`config.mk`:
```
export PLATFORM = sky130hd
export DESIGN_NAME = battery_voltage_to_charge_level_flat
export DESIGN_NICKNAME = d
export VERILOG_FILES = /design/src/bvcl_pkg.sv /design/src/bvcl_in_if.sv /design/src/bvcl_out_if.sv /design/src/bvcl_div.sv /design/src/battery_voltage_to_charge_level.sv /design/src/flat_wrapper.sv
export SDC_FILE = /design/constraint.sdc
export NUM_CORES = 2
export LEC_CHECK = 0
export ABC_AREA = 0
export BUFFER_PORTS_ARGS = -buffer_cell sky130_fd_sc_hd__buf_2
export CAP_MARGIN = 15
export CORE_MARGIN = 3
export CORE_UTILIZATION = 45
export DETAILED_ROUTE_END_ITERATION = 6
export GPL_TIMING_DRIVEN = 1
export PLACE_DENSITY = 0.72
export SETUP_SLACK_MARGIN = 0.3
export SYNTH_ARGS = -nofsm -noshare
export SYNTH_HDL_FRONTEND = slang
export SYNTH_SLANG_ARGS = --single-unit
export TNS_END_PERCENT = 20
```
`constraint.sdc`:
```
create_clock -name clk -period 31 [get_ports clk]
set_input_delay 4.65 -clock clk [delete_from_list [all_inputs] [get_ports clk]]
set_output_delay 4.65 -clock clk [all_outputs]
set_load 0.02 [all_outputs]
```
`src/bvcl_pkg.sv`:
```
`timescale 1ns / 1ps
// ----------------------------------------------------------------------------
// bvcl_pkg
// Shared types, constants and table helpers of the battery charge level block.
// ----------------------------------------------------------------------------
package bvcl_pkg;

  localparam int MAX_POINTS = 8;
  localparam int PT_IDX_W   = 3;
  localparam int RAW_W      = 16;
  localparam int MV_W       = 16;
  localparam int LEVEL_W    = 10;
  localparam int SCALE_W    = 24;
  localparam int TABLE_W    = 64;
  localparam int POINTS_W   = 4;
  localparam int CFG_IDX_W  = 3;
  localparam int CFG_DATA_W = 64;
  localparam int PROD_W     = RAW_W + SCALE_W;
  localparam int DIVD_W     = 2 * MV_W;
  localparam int DIV_STEPS  = 16;
  localparam int DIV_CNT_W  = 4;

  localparam logic [MV_W-1:0]     MV_MAX       = 16'hFFFF;
  localparam logic [LEVEL_W-1:0]  LEVEL_FULL   = 10'd1000;
  localparam logic [LEVEL_W-1:0]  LEVEL_EMPTY  = 10'd0;
  localparam logic [SCALE_W-1:0]  SCALE_RESET  = 24'h010000;
  localparam logic [POINTS_W-1:0] POINTS_RESET = 4'd2;

  typedef enum logic [CFG_IDX_W-1:0] {
    REG_VOLT_SCALE   = 3'd0,
    REG_LOW_THRESH   = 3'd1,
    REG_VOLT_LOW     = 3'd2,
    REG_VOLT_HIGH    = 3'd3,
    REG_LEVEL_LOW    = 3'd4,
    REG_LEVEL_HIGH   = 3'd5,
    REG_POINTS_USED  = 3'd6
  } cfg_reg_t;

  typedef enum logic [2:0] {
    ST_IDLE,
    ST_SCALE,
    ST_CLASS,
    ST_SEARCH,
    ST_PROD,
    ST_DIV_GO,
    ST_DIV,
    ST_STORE
  } state_t;

  typedef struct packed {
    logic              start;
    logic [DIVD_W-1:0] dividend;
    logic [MV_W-1:0]   divisor;
  } div_req_t;

  typedef struct packed {
    logic            done;
    logic [MV_W-1:0] quotient;
  } div_rsp_t;

  function automatic logic [MV_W-1:0] table_entry(input logic [TABLE_W-1:0] lo,
                                                  input logic [TABLE_W-1:0] hi,
                                                  input logic [PT_IDX_W-1:0] k);
    logic [TABLE_W-1:0] word;
    word = k[PT_IDX_W-1] ? hi : lo;
    return word[{k[PT_IDX_W-2:0], 4'b0000} +: MV_W];
  endfunction

  function automatic logic [PT_IDX_W-1:0] last_index(input logic [POINTS_W-1:0] pu);
    logic [PT_IDX_W-1:0] idx;
    if (pu < 4'd2) begin
      idx = PT_IDX_W'(1);
    end else if (pu > POINTS_W'(MAX_POINTS)) begin
      idx = PT_IDX_W'(MAX_POINTS - 1);
    end else begin
      idx = PT_IDX_W'(pu - 4'd1);
    end
    return idx;
  endfunction

endpackage

```
`src/bvcl_in_if.sv`:
```
`timescale 1ns / 1ps
// ----------------------------------------------------------------------------
// bvcl_in_if
// Request channel carrying the two raw converter readings.
// ----------------------------------------------------------------------------
interface bvcl_in_if;
  import bvcl_pkg::*;

  logic             valid;
  logic             ready;
  logic [RAW_W-1:0] raw_a;
  logic [RAW_W-1:0] raw_b;

  modport source (output valid, output raw_a, output raw_b, input ready);
  modport sink   (input valid, input raw_a, input raw_b, output ready);
endinterface

```
`src/bvcl_out_if.sv`:
```
`timescale 1ns / 1ps
// ----------------------------------------------------------------------------
// bvcl_out_if
// Result channel carrying voltages, charge levels and low flags.
// ----------------------------------------------------------------------------
interface bvcl_out_if;
  import bvcl_pkg::*;

  logic               valid;
  logic               ready;
  logic [MV_W-1:0]    volts_a_mv;
  logic [LEVEL_W-1:0] level_a;
  logic               low_a;
  logic [MV_W-1:0]    volts_b_mv;
  logic [LEVEL_W-1:0] level_b;
  logic               low_b;

  modport source (output valid, output volts_a_mv, output level_a, output low_a,
                  output volts_b_mv, output level_b, output low_b, input ready);
  modport sink   (input valid, input volts_a_mv, input level_a, input low_a,
                  input volts_b_mv, input level_b, input low_b, output ready);
endinterface

```
`src/bvcl_div.sv`:
```
`timescale 1ns / 1ps
// ----------------------------------------------------------------------------
// bvcl_div
// Restoring divider, one quotient bit per cycle, for a 16-bit quotient.
// ----------------------------------------------------------------------------
module bvcl_div (
  input  logic               clk,
  input  logic               rst,
  input  bvcl_pkg::div_req_t req,
  output bvcl_pkg::div_rsp_t rsp
);
  import bvcl_pkg::*;

  logic                 busy;
  logic                 done;
  logic [DIV_CNT_W-1:0] count;
  logic [MV_W-1:0]      rem;
  logic [MV_W-1:0]      quo;
  logic [MV_W-1:0]      dsr;
  logic [MV_W:0]        shifted;
  logic [MV_W:0]        diff;
  logic                 take;

  // The caller guarantees the quotient fits in 16 bits, so the upper half
  // of the dividend is already below the divisor.
  assign shifted = {rem, quo[MV_W-1]};
  assign take    = shifted >= {1'b0, dsr};
  assign diff    = shifted - {1'b0, dsr};

  always_ff @(posedge clk) begin
    if (rst) begin
      busy  <= 1'b0;
      done  <= 1'b0;
      count <= '0;
    end else begin
      done <= busy && (count == '0);
      if (req.start) begin
        busy  <= 1'b1;
        count <= DIV_CNT_W'(DIV_STEPS - 1);
      end else if (busy) begin
        count <= count - 1'b1;
        if (count == '0) begin
          busy <= 1'b0;
        end
      end
    end
  end

  always_ff @(posedge clk) begin
    if (req.start) begin
      rem <= req.dividend[DIVD_W-1:MV_W];
      quo <= req.dividend[MV_W-1:0];
      dsr <= req.divisor;
    end else if (busy) begin
      rem <= take ? diff[MV_W-1:0] : shifted[MV_W-1:0];
      quo <= {quo[MV_W-2:0], take};
    end
  end

  assign rsp.done     = done;
  assign rsp.quotient = quo;

endmodule

```
`src/battery_voltage_to_charge_level.sv`:
```
`timescale 1ns / 1ps
// ----------------------------------------------------------------------------
// battery_voltage_to_charge_level
// Two-channel battery voltage scaling and charge level interpolation.
//
// A request on the sample channel carries two raw readings. Each is scaled to
// millivolts, compared with the low threshold and mapped to a charge level in
// tenths of a percent through the breakpoint table. One result per request
// leaves on the result channel. Both channels use valid and ready.
// The sequencer works through battery one and then battery two with a single
// multiplier, a breakpoint comparator stepped one point per cycle and a
// divider that yields one quotient bit per cycle. A reading clamped at either
// end of the table passes scale, classify and store; an interpolated one also
// passes the breakpoint search, the product, the divider start and the divide
// wait before store. Sample ready is high only while idle.
// The result register holds a finished result while the receiver stalls; the
// next request is taken meanwhile and waits at its end for the register.
// Configuration writes are taken at any time and should be made while idle.
// Synchronous reset restores the register defaults and empties both channels.
// ----------------------------------------------------------------------------
module battery_voltage_to_charge_level (
  input  logic                            clk,
  input  logic                            rst,
  bvcl_in_if.sink                         sample,
  bvcl_out_if.source                      result,
  input  logic                            cfg_we,
  input  logic [bvcl_pkg::CFG_IDX_W-1:0]  cfg_index,
  input  logic [bvcl_pkg::CFG_DATA_W-1:0] cfg_data
);
  import bvcl_pkg::*;

  logic [SCALE_W-1:0]  volt_scale_q16;
  logic [MV_W-1:0]     low_threshold_mv;
  logic [TABLE_W-1:0]  volt_points_low;
  logic [TABLE_W-1:0]  volt_points_high;
  logic [TABLE_W-1:0]  level_points_low;
  logic [TABLE_W-1:0]  level_points_high;
  logic [POINTS_W-1:0] points_used;

  state_t state;
  state_t state_next;

  logic                ch;
  logic [RAW_W-1:0]    raw_a;
  logic [RAW_W-1:0]    raw_b;
  logic [PROD_W-1:0]   prod;
  logic [MV_W-1:0]     mv;
  logic [PT_IDX_W-1:0] idx;
  logic [MV_W-1:0]     den;
  logic                neg;
  logic [LEVEL_W-1:0]  lvl;
  logic [MV_W-1:0]     keep_mv;
  logic [LEVEL_W-1:0]  keep_lvl;
  logic                keep_low;

  logic                out_valid;
  logic                out_load;
  div_req_t            div_req;
  div_rsp_t            div_rsp;

  logic [MV_W-1:0]     mul_a;
  logic [SCALE_W-1:0]  mul_b;
  logic [MV_W-1:0]     mv_sat;
  logic [PT_IDX_W-1:0] idx_last;
  logic [PT_IDX_W-1:0] idx_prev;
  logic [MV_W-1:0]     v_sel;
  logic [MV_W-1:0]     v_prev;
  logic [MV_W-1:0]     l_sel;
  logic [MV_W-1:0]     l_prev;
  logic [MV_W:0]       dl;
  logic [MV_W:0]       dl_mag;
  logic [MV_W+1:0]     sum;
  logic                at_first;
  logic                at_last;
  logic                seg_hit;

  bvcl_div u_div (
    .clk (clk),
    .rst (rst),
    .req (div_req),
    .rsp (div_rsp)
  );

  always_ff @(posedge clk) begin
    if (rst) begin
      volt_scale_q16    <= SCALE_RESET;
      low_threshold_mv  <= '0;
      volt_points_low   <= '0;
      volt_points_high  <= '0;
      level_points_low  <= '0;
      level_points_high <= '0;
      points_used       <= POINTS_RESET;
    end else if (cfg_we) begin
      case (cfg_index)
        REG_VOLT_SCALE:  volt_scale_q16    <= cfg_data[SCALE_W-1:0];
        REG_LOW_THRESH:  low_threshold_mv  <= cfg_data[MV_W-1:0];
        REG_VOLT_LOW:    volt_points_low   <= cfg_data;
        REG_VOLT_HIGH:   volt_points_high  <= cfg_data;
        REG_LEVEL_LOW:   level_points_low  <= cfg_data;
        REG_LEVEL_HIGH:  level_points_high <= cfg_data;
        REG_POINTS_USED: points_used       <= cfg_data[POINTS_W-1:0];
        default: begin
        end
      endcase
    end
  end

  assign idx_last = last_index(points_used);
  assign idx_prev = idx - 1'b1;
  assign v_sel    = table_entry(volt_points_low, volt_points_high, idx);
  assign v_prev   = table_entry(volt_points_low, volt_points_high, idx_prev);
  assign l_sel    = table_entry(level_points_low, level_points_high, idx);
  assign l_prev   = table_entry(level_points_low, level_points_high, idx_prev);

  assign mv_sat   = (prod[PROD_W-1:2*MV_W] != '0) ? MV_MAX : prod[2*MV_W-1:MV_W];
  assign at_first = mv_sat <= table_entry(volt_points_low, volt_points_high, '0);
  assign at_last  = mv_sat >= table_entry(volt_points_low, volt_points_high, idx_last);
  assign seg_hit  = mv <= v_sel;

  assign dl       = {1'b0, l_sel} - {1'b0, l_prev};
  assign dl_mag   = dl[MV_W] ? (~dl + 1'b1) : dl;
  assign sum      = neg ? ({2'b00, l_prev} - {2'b00, div_rsp.quotient})
                        : ({2'b00, l_prev} + {2'b00, div_rsp.quotient});

  always_comb begin
    mul_a = ch ? raw_b : raw_a;
    mul_b = volt_scale_q16;
    if (state == ST_PROD) begin
      mul_a = mv - v_prev;
      mul_b = SCALE_W'(dl_mag[MV_W-1:0]);
    end
  end

  always_ff @(posedge clk) begin
    if (rst) begin
      state <= ST_IDLE;
    end else begin
      state <= state_next;
    end
  end

  always_comb begin
    state_next       = state;
    sample.ready     = 1'b0;
    out_load         = 1'b0;
    div_req.start    = 1'b0;
    div_req.dividend = prod[DIVD_W-1:0];
    div_req.divisor  = den;
    case (state)
      ST_IDLE: begin
        sample.ready = !rst;
        if (sample.valid) begin
          state_next = ST_SCALE;
        end
      end
      ST_SCALE: begin
        state_next = ST_CLASS;
      end
      ST_CLASS: begin
        if (at_first || at_last) begin
          state_next = ST_STORE;
        end else begin
          state_next = ST_SEARCH;
        end
      end
      ST_SEARCH: begin
        if (seg_hit) begin
          state_next = ST_PROD;
        end
      end
      ST_PROD: begin
        state_next = ST_DIV_GO;
      end
      ST_DIV_GO: begin
        div_req.start = 1'b1;
        state_next    = ST_DIV;
      end
      ST_DIV: begin
        if (div_rsp.done) begin
          state_next = ST_STORE;
        end
      end
      ST_STORE: begin
        if (!ch) begin
          state_next = ST_SCALE;
        end else if (!out_valid || result.ready) begin
          out_load   = 1'b1;
          state_next = ST_IDLE;
        end
      end
      default: begin
        state_next = ST_IDLE;
      end
    endcase
  end

  always_ff @(posedge clk) begin
    case (state)
      ST_IDLE: begin
        ch    <= 1'b0;
        raw_a <= sample.raw_a;
        raw_b <= sample.raw_b;
      end
      ST_SCALE: begin
        prod <= PROD_W'(mul_a) * PROD_W'(mul_b);
      end
      ST_CLASS: begin
        mv  <= mv_sat;
        idx <= PT_IDX_W'(1);
        lvl <= at_first ? LEVEL_EMPTY : LEVEL_FULL;
      end
      ST_SEARCH: begin
        if (!seg_hit) begin
          idx <= idx + 1'b1;
        end
      end
      ST_PROD: begin
        prod <= PROD_W'(mul_a) * PROD_W'(mul_b);
        den  <= v_sel - v_prev;
        neg  <= dl[MV_W];
      end
      ST_DIV: begin
        if (sum[MV_W+1]) begin
          lvl <= LEVEL_EMPTY;
        end else if (sum > (MV_W+2)'(LEVEL_FULL)) begin
          lvl <= LEVEL_FULL;
        end else begin
          lvl <= sum[LEVEL_W-1:0];
        end
      end
      ST_STORE: begin
        if (!ch) begin
          ch       <= 1'b1;
          keep_mv  <= mv;
          keep_lvl <= lvl;
          keep_low <= mv < low_threshold_mv;
        end
      end
      default: begin
      end
    endcase
  end

  always_ff @(posedge clk) begin
    if (rst) begin
      out_valid <= 1'b0;
    end else if (out_load) begin
      out_valid <= 1'b1;
    end else if (result.ready) begin
      out_valid <= 1'b0;
    end
  end

  always_ff @(posedge clk) begin
    if (out_load) begin
      result.volts_a_mv <= keep_mv;
      result.level_a    <= keep_lvl;
      result.low_a      <= keep_low;
      result.volts_b_mv <= mv;
      result.level_b    <= lvl;
      result.low_b      <= mv < low_threshold_mv;
    end
  end

  assign result.valid = out_valid;

`ifndef SYNTH
  a_search_bound: assert property (@(posedge clk) disable iff (rst)
    (state == ST_SEARCH) |-> (idx <= idx_last) && (idx != '0))
    else $error("Breakpoint search ran past the last point in use.");

  a_div_done_owned: assert property (@(posedge clk) disable iff (rst)
    div_rsp.done |-> (state == ST_DIV))
    else $error("Divider finished outside the divide wait state.");

  a_div_to_store: assert property (@(posedge clk) disable iff (rst)
    (state == ST_DIV) && div_rsp.done |=> (state == ST_STORE) && (lvl <= LEVEL_FULL))
    else $error("Interpolated level was not stored after the divide.");

  a_load_free: assert property (@(posedge clk) disable iff (rst)
    out_load |-> (!out_valid || result.ready) && ch)
    else $error("Result register loaded while a result still waited.");
`endif

endmodule
```
`src/flat_wrapper.sv`:
```
// flat-port wrapper written by rule: the top's interface ports become plain ports
module battery_voltage_to_charge_level_flat import bvcl_pkg::*;
  (clk, rst, cfg_we, cfg_index, cfg_data, sample_valid, sample_raw_a, sample_raw_b, sample_ready, result_valid, result_volts_a_mv, result_level_a, result_low_a, result_volts_b_mv, result_level_b, result_low_b, result_ready);
  bvcl_in_if sample_i ();
  bvcl_out_if result_i ();
  input  logic clk;
  input  logic rst;
  input  logic cfg_we;
  input  logic [bvcl_pkg::CFG_IDX_W-1:0] cfg_index;
  input  logic [bvcl_pkg::CFG_DATA_W-1:0] cfg_data;
  input wire logic [$bits(sample_i.valid)-1:0] sample_valid;
  input wire logic [$bits(sample_i.raw_a)-1:0] sample_raw_a;
  input wire logic [$bits(sample_i.raw_b)-1:0] sample_raw_b;
  output wire logic [$bits(sample_i.ready)-1:0] sample_ready;
  output wire logic [$bits(result_i.valid)-1:0] result_valid;
  output wire logic [$bits(result_i.volts_a_mv)-1:0] result_volts_a_mv;
  output wire logic [$bits(result_i.level_a)-1:0] result_level_a;
  output wire logic [$bits(result_i.low_a)-1:0] result_low_a;
  output wire logic [$bits(result_i.volts_b_mv)-1:0] result_volts_b_mv;
  output wire logic [$bits(result_i.level_b)-1:0] result_level_b;
  output wire logic [$bits(result_i.low_b)-1:0] result_low_b;
  input wire logic [$bits(result_i.ready)-1:0] result_ready;
  assign sample_i.valid = sample_valid;
  assign sample_i.raw_a = sample_raw_a;
  assign sample_i.raw_b = sample_raw_b;
  assign sample_ready = sample_i.ready;
  assign result_valid = result_i.valid;
  assign result_volts_a_mv = result_i.volts_a_mv;
  assign result_level_a = result_i.level_a;
  assign result_low_a = result_i.low_a;
  assign result_volts_b_mv = result_i.volts_b_mv;
  assign result_level_b = result_i.level_b;
  assign result_low_b = result_i.low_b;
  assign result_i.ready = result_ready;
  battery_voltage_to_charge_level u_core (.clk(clk), .rst(rst), .sample(sample_i), .result(result_i), .cfg_we(cfg_we), .cfg_index(cfg_index), .cfg_data(cfg_data));
endmodule
```
Yosys cells after proc, flatten, opt, wreduce, memory -nomap -nowiden
Cells that the tools add are included.

Register bits after elaboration: 558. Input port bits: 104. Output and inout bits: 56. Logic and storage cells: 147.

$add $sub $neg: 11. $mul: 1. $lt $le $gt $ge: 8. Equal/unequal tests: 18. Shift-type cells: 5. Muxes and demuxes: 44. Bitwise logic cells: 2. Reduce and logical (&&, ||, !) cells: 25.

Operators by type and width (count): 64-bit 2-to-1 mux (5); 64-bit by 7-bit variable part select with 16-bit output (5); 16-bit 2-to-1 mux (9); 16-bit subtractor (3); 16-bit by 24-bit multiplier with 40-bit output (1); 16-bit by 16-bit subtractor with 17-bit output (2); 16-bit <= comparator (2); 10-bit 2-to-1 mux (3); 3-bit 2-to-1 mux (9); 24-bit 2-to-1 mux (1); 3-bit case mux with 8 select lines (1); 3-bit equality test, second input constant (7); 10-bit case mux with 2 select lines (1); 18-bit by 10-bit greater-than comparator with 1-bit output, second input constant (1); 18-bit 2-to-1 mux (1); 2-bit AND reduction (9); 16-bit by 16-bit adder with 17-bit output (1); 17-bit by 16-bit greater-or-equal comparator with 1-bit output (1); 16-bit by 1-bit adder with 16-bit output, second input constant (1); 16-bit greater-or-equal comparator (1); 16-bit < comparator (1); 16-bit NOT (1); 3-bit by 2-bit equality test with 1-bit output, second input constant (4); 1-bit 2-to-1 mux (10); other kinds (22) (34).

Depth between registers and ports, before layout
Depth after elaboration: 9. Depth in mapped cells: 44. Depth with buffers taken out: 39.

By module
A second synthesis with hierarchy kept.

Cells, all modules: 4537. Area, all modules: 42792.3 um2.

Modules (own cells, without submodules): battery_voltage_to_charge_level (instances 1, cells an instance 4264, area an instance 39720.6 um2, sequential area each 12091.6 um2); bvcl_div (instances 1, cells an instance 273, area an instance 3071.7 um2, sequential area each 1561.5 um2).

Worst setup path before layout
No wires, ideal clock.

Kind: register to register. Start: register u_core.idx[0]. End: register u_core.prod[36], data pin. Setup time: 269 ps. Data arrival time: 10461 ps. Data required time: 30731 ps. Slack: 20271 ps. Cell stages (with the launch flop): 41. Path buffers: 5. Clock period less this slack: 10729 ps. Cell sequence: edfxtp_1 -> clkbuf_1 -> inv_2 -> buf_1 -> ha_1 -> xor2_1 -> clkbuf_1 -> mux4_2 -> nand2_1 -> nand2_1 -> ha_1 -> fa_1 -> and2b_4 -> o2111a_1 -> or4_1 -> a21boi_1 -> o311a_1 -> or2_2 -> (+5 left out) -> fa_1 -> fa_1 -> inv_1 -> fa_1 -> fa_1 -> inv_1 -> fa_1 -> inv_1 -> ha_1 -> clkbuf_1 -> nor2b_1 -> o21ai_0 -> a21oi_1 -> o31ai_1 -> o31ai_1 -> a221oi_1 -> o31ai_1 -> xor2_1.

Elaborated cells between the ends (all ways): 14. Those cells by class: add/sub (4); mul (1); shift (3); mux (5); bitwise (1).

RTL lines: start, declared (RTL line battery_voltage_to_charge_level.sv:48) `logic [PT_IDX_W-1:0] idx;`; start signal, assigned (RTL line battery_voltage_to_charge_level.sv:214) `idx <= idx + 1'b1;`; 3-bit by 1-bit subtractor with 3-bit output (*) (RTL line battery_voltage_to_charge_level.sv:109) `assign idx_prev = idx - 1'b1;`; via u_core.idx_prev[0] (RTL line battery_voltage_to_charge_level.sv:65) `logic [PT_IDX_W-1:0] idx_prev;`; 64-bit by 7-bit variable part select with 16-bit output (RTL line bvcl_pkg.sv:66) `return word[{k[PT_IDX_W-2:0], 4'b0000} +: MV_W];`; 16-bit by 16-bit subtractor with 17-bit output (RTL line battery_voltage_to_charge_level.sv:120) `assign dl = {1'b0, l_sel} - {1'b0, l_prev};`; 16-bit NOT (RTL line battery_voltage_to_charge_level.sv:121) `assign dl_mag = dl[MV_W] ? (~dl + 1'b1) : dl;`; 16-bit by 1-bit adder with 16-bit output (RTL line battery_voltage_to_charge_level.sv:121); 16-bit 2-to-1 mux (RTL line battery_voltage_to_charge_level.sv:121); 24-bit 2-to-1 mux (RTL line battery_voltage_to_charge_level.sv:128) `if (state == ST_PROD) begin`; 16-bit by 24-bit multiplier with 40-bit output (*) (RTL line battery_voltage_to_charge_level.sv:205, battery_voltage_to_charge_level.sv:218); end signal, assigned (RTL line battery_voltage_to_charge_level.sv:205) `prod <= PROD_W'(mul_a) * PROD_W'(mul_b);`; end signal, assigned (RTL line battery_voltage_to_charge_level.sv:218) `prod <= PROD_W'(mul_a) * PROD_W'(mul_b);`; end, declared (RTL line battery_voltage_to_charge_level.sv:46) `logic [PROD_W-1:0] prod;`.

The timed path passes the listed nets; every way through them passes the cells marked *. A chain may end at the register's enable or synchronous reset.

Final worst setup path
Start: register u_core.idx[1]. End: register u_core.prod[36], data pin.

Cells in the longest elaborated chain, start to end: 9. Elaborated cells between the ends (all ways): 14. Those cells by class: add/sub (4); mul (1); shift (3); mux (5); bitwise (1).

Ends and longest elaborated chain: 3-bit by 1-bit subtractor with 3-bit output (RTL line battery_voltage_to_charge_level.sv:109); 64-bit 2-to-1 mux (RTL line bvcl_pkg.sv:65) `word = k[PT_IDX_W-1] ? hi : lo;`; 64-bit by 7-bit variable part select with 16-bit output (RTL line bvcl_pkg.sv:66); 16-bit by 16-bit subtractor with 17-bit output (RTL line battery_voltage_to_charge_level.sv:120); 16-bit NOT (RTL line battery_voltage_to_charge_level.sv:121); 16-bit by 1-bit adder with 16-bit output (RTL line battery_voltage_to_charge_level.sv:121); 16-bit 2-to-1 mux (RTL line battery_voltage_to_charge_level.sv:121); 24-bit 2-to-1 mux (RTL line battery_voltage_to_charge_level.sv:128); 16-bit by 24-bit multiplier with 40-bit output (*) (RTL line battery_voltage_to_charge_level.sv:205, battery_voltage_to_charge_level.sv:218).

Mark *: on every way between the ends. The rest lies on a longest branch, timed or not.

==> implementation parameters <==
Parameter                              Value

Timing
  Worst-Margin Slew    1302 ps
  Unrepaired setup endpoints after global routing    no
  Hold violation count in the final report    0
  Slew Limit Headroom    0.1321
  Final count of negative-setup-slack endpoints    0
  Setup Total Neg Slack    0 ps
  Number of pins with negative max-slew slack in the final report    0
  Shortest clock period the worst path allows after layout    12400 ps
  Worst clock skew    64.51 ps
  Achievable frequency    0.08063 GHz
  Portion of the clock cycle consumed by the worst path in the final layout    0.4001

Synth
  Mapped Cells    4842
  Sequential cell area fraction in the yosys report    0.3132
  Syn_nets    5541
  Syn. warnings    0
  Average cell area after synthesis    9.003 um2
  Cell type contributing the most total cell area after synthesis    edfxtp_1
  Flip-flop and latch count after synthesis    558
  Most instantiated flip-flop cell in the synthesis netlist    dfxtp_1
  Share of async-settable or async-resettable flops after synthesis    0
  Netlist cell types    92
  Leading post-synthesis cells by cell area    edfxtp_1 (17%), fa_1 (14%), dfxtp_1 (14%), nand2_1 (9.8%), ha_1 (8.1%)
  Cell area after synthesis    0.04359 mm2
  Share of Yosys cell area claimed by the top area cell type    0.1708
  Most numerous cell in the Yosys netlist    nand2_1
  Most numerous cell types in the synthesized netlist    nand2_1 (1133), inv_1 (488), a21oi_1 (418), fa_1 (312), dfxtp_1 (310)
  Number of flops mapped to enable cells by yosys    248

Die
  Row cnt    113
  Overall die area    0.1006 mm2
  Die height    317.2 um
  Total core area    0.09558 mm2
  Number of ports placed on the die boundary    160
  Die width    317.2 um
  Initial standard-cell utilization of the core    0.4561

Global route
  Congestion Overflow GR    0
  Antenna violations before repair    9
  Largest net degree at the start of global routing    103
  Global-route wire length before repair    212500 um
  Overall Global Routing Usage    0.2775
  Number of global-route vias before repair    35620

Pwr
  Gate power share    0.591
  Reg power frac    0.235
  Internal power    0.002228 W
  Cell area power density    88.81 mW/mm2
  Reported net switching power    0.001999 W
  Standby leakage power    19.13 nW
  Peak supply drop    93.14 uV
  Switching fraction of total power    0.4728
  Overall power of the completed layout    0.004227 W
  Clock power frac    0.174

Critical path
  Critical path required time    31390 ps
  Critical Path Fanout Max    30
  Path type of the worst setup path    flip-flop to flip-flop
  Dominant cell type by count on the critical path    fa_1
  Kind of launch point of the worst setup path    flip-flop
  Data arrival time at the worst-slack endpoint    12790 ps
  Crit path max-delay cell type    ha_1
  Critical Path Sink Type    flip-flop
  Peak per-stage delay on the critical path    980 ps
  Cells on worst reg2reg path    36

Route
  Post-detailed-route DRC marker count    0
  DR WL/cell    22.52 um
  Via density    5.876
  Wire length after detailed routing    139400 um
  First DRT Iteration DRCs    4109
  Routed via count    36380
  Final ANT Viol Nets    0
  First-pass iteration count of the detailed router    6

Clock network
  Hold buffer count at CTS    0
  Clk_lat worst skew    690 ps
  Max clock buf depth    3
  Post-CTS Setup Inserts    0
  Sink count of the clock tree    558
  Number of gates given a new drive strength after cts    0
  Clock edge transition at the registers on the reported setup and hold paths    60 ps
  Number of buffers inserted during clock tree synthesis    59
  H-tree depth reported by CTS    2
  Root Driver    clkbuf_16
  CTS tree    built

Min path
  Type of the tightest min-delay check    flip-flop to flip-flop
  Worst hold path stage count    0

Place
  Placed instance area    0.04556 mm2
  Post-DP HPWL    104500 um
  Final weighted congestion of routability-driven global placement    0.9811
  Placed insts    6073
  Buffers added on ports    159

Job
  Maximum capacitance violations    0

Cells and area
  # fillers    8967
  Finished Layout Cells    6191
  Post-layout instance area    0.04760 mm2
  Share of cells above drive strength 1    0.1057
  # nets final    5570
  Area growth from synthesis to layout    9.193%

Outcome
  Outcome    complete, no violations
power groups by stage:
stage	sequential (W)	clock [W]	combinational [W]
floorplan	0.000974	0	0.00171
global placement	0.00101	0	0.00240
detailed placement	0.00101	0	0.00244
CTS	0.000995	0.000746	0.00245
global route	0.00100	0.000776	0.00273
finish	0.000995	0.000736	0.00250
worst max-delay path: cells and delay by family, from the launching register on:
family                   cells  cell delay, ps
buffers and inverters        6            1120
XOR/XNOR                     2             330
AO/OA/AOI/OAI               13            4100
flip-flops                   1             350
AND/OR/NAND/NOR              5             950
adder cells (fa/ha/maj)     10            5210
cells by family after synthesis:
kind of cell | after synthesis | synth area share
compound gates | 855 | 0.1206
xor+xnor | 100 | 0.02026
mux | 183 | 0.07962
fa+ha+maj | 595 | 0.2245
flops | 558 | 0.3132
buf+inv | 734 | 0.06401
simple gates | 1817 | 0.1778
cell type report:
| class | count | area [um2] | share of cell area |
|---|---|---|---|
| repair buffers | 209 | 1181 | 0.02481 |
| clock inverters | 35 | 434.2 | 0.009121 |
| flip-flops and latches | 558 | 13650 | 0.2868 |
| clock buffers | 75 | 1577 | 0.03312 |
| well taps | 1265 | 1583 | 0.03325 |
| multi-input cells | 3550 | 27300 | 0.5736 |
| diodes | 6 | 15.01 | 0.0003154 |
| inverters | 493 | 1853 | 0.03893 |
per-layer routing:
metal  wire length, um  up-vias  track usage
met4              7629        8       0.1402
met5                54        -            0
met2             61990     1906       0.4269
met1             54890    17640       0.3711
li1                  -    16440            -
met3             14870      378      0.05885
worst paths after layout:
| path | start | endpoint | slack (ps) |
|---|---|---|---|
| min reg2reg | u_core.keep_lvl[4] | u_core.result.level_a[4] | 420 |
| min | u_core.keep_lvl[4] | u_core.result.level_a[4] | 420 |
| max | u_core.idx[1] | u_core.prod[36] | 18600 |
| max reg2reg | u_core.idx[1] | u_core.prod[36] | 18600 |
registers in the layout, summed over array words and instances (netlist names), 10 cells and up:
name,flops
u_core.den,16
u_core.result.level_b,10
u_core.keep_lvl,10
u_core.volt_scale_q16,24
u_core.result.volts_a_mv,16
u_core.u_div.quo,16
u_core.u_div.rem,16
u_core.volt_points_low,64
u_core.raw_a,16
u_core.raw_b,16
u_core.u_div.dsr,16
u_core.result.level_a,10
u_core.level_points_high,64
u_core.low_threshold_mv,16
u_core.prod,40
u_core.result.volts_b_mv,16
u_core.keep_mv,16
u_core.level_points_low,64
u_core.mv,16
u_core.volt_points_high,64
u_core.lvl,10
metrics by stage:
stage | setup WS [ps] | hold WS, ps | util
detailed placement | 18960 | 404.5 | 0.4767
global route | 18040 | 423.6 | 0.4980
finish | 18600 | 417.8 | 0.4980
CTS | 18890 | 419.2 | 0.4977
floorplan | 20270 | 400.3 | -
global placement | 18970 | 400.8 | 0.4767
placed cells by master, fill, tap and decap left out, types with 41 or more instances in the layout:
master     count
edfxtp_1     248
buf_4         50
xnor2_1       63
clkbuf_16     59
nand2_1     1131
nand3_1       92
buf_2        158
nor3_1        41
a21o_1        67
inv_1        487
nor2_1       286
fa_1         312
mux4_2       130
a21oi_1      417
dfxtp_1      310
ha_1         283
o21ai_0       91
mux2i_1       43
(Power assumes the default switching activity.)
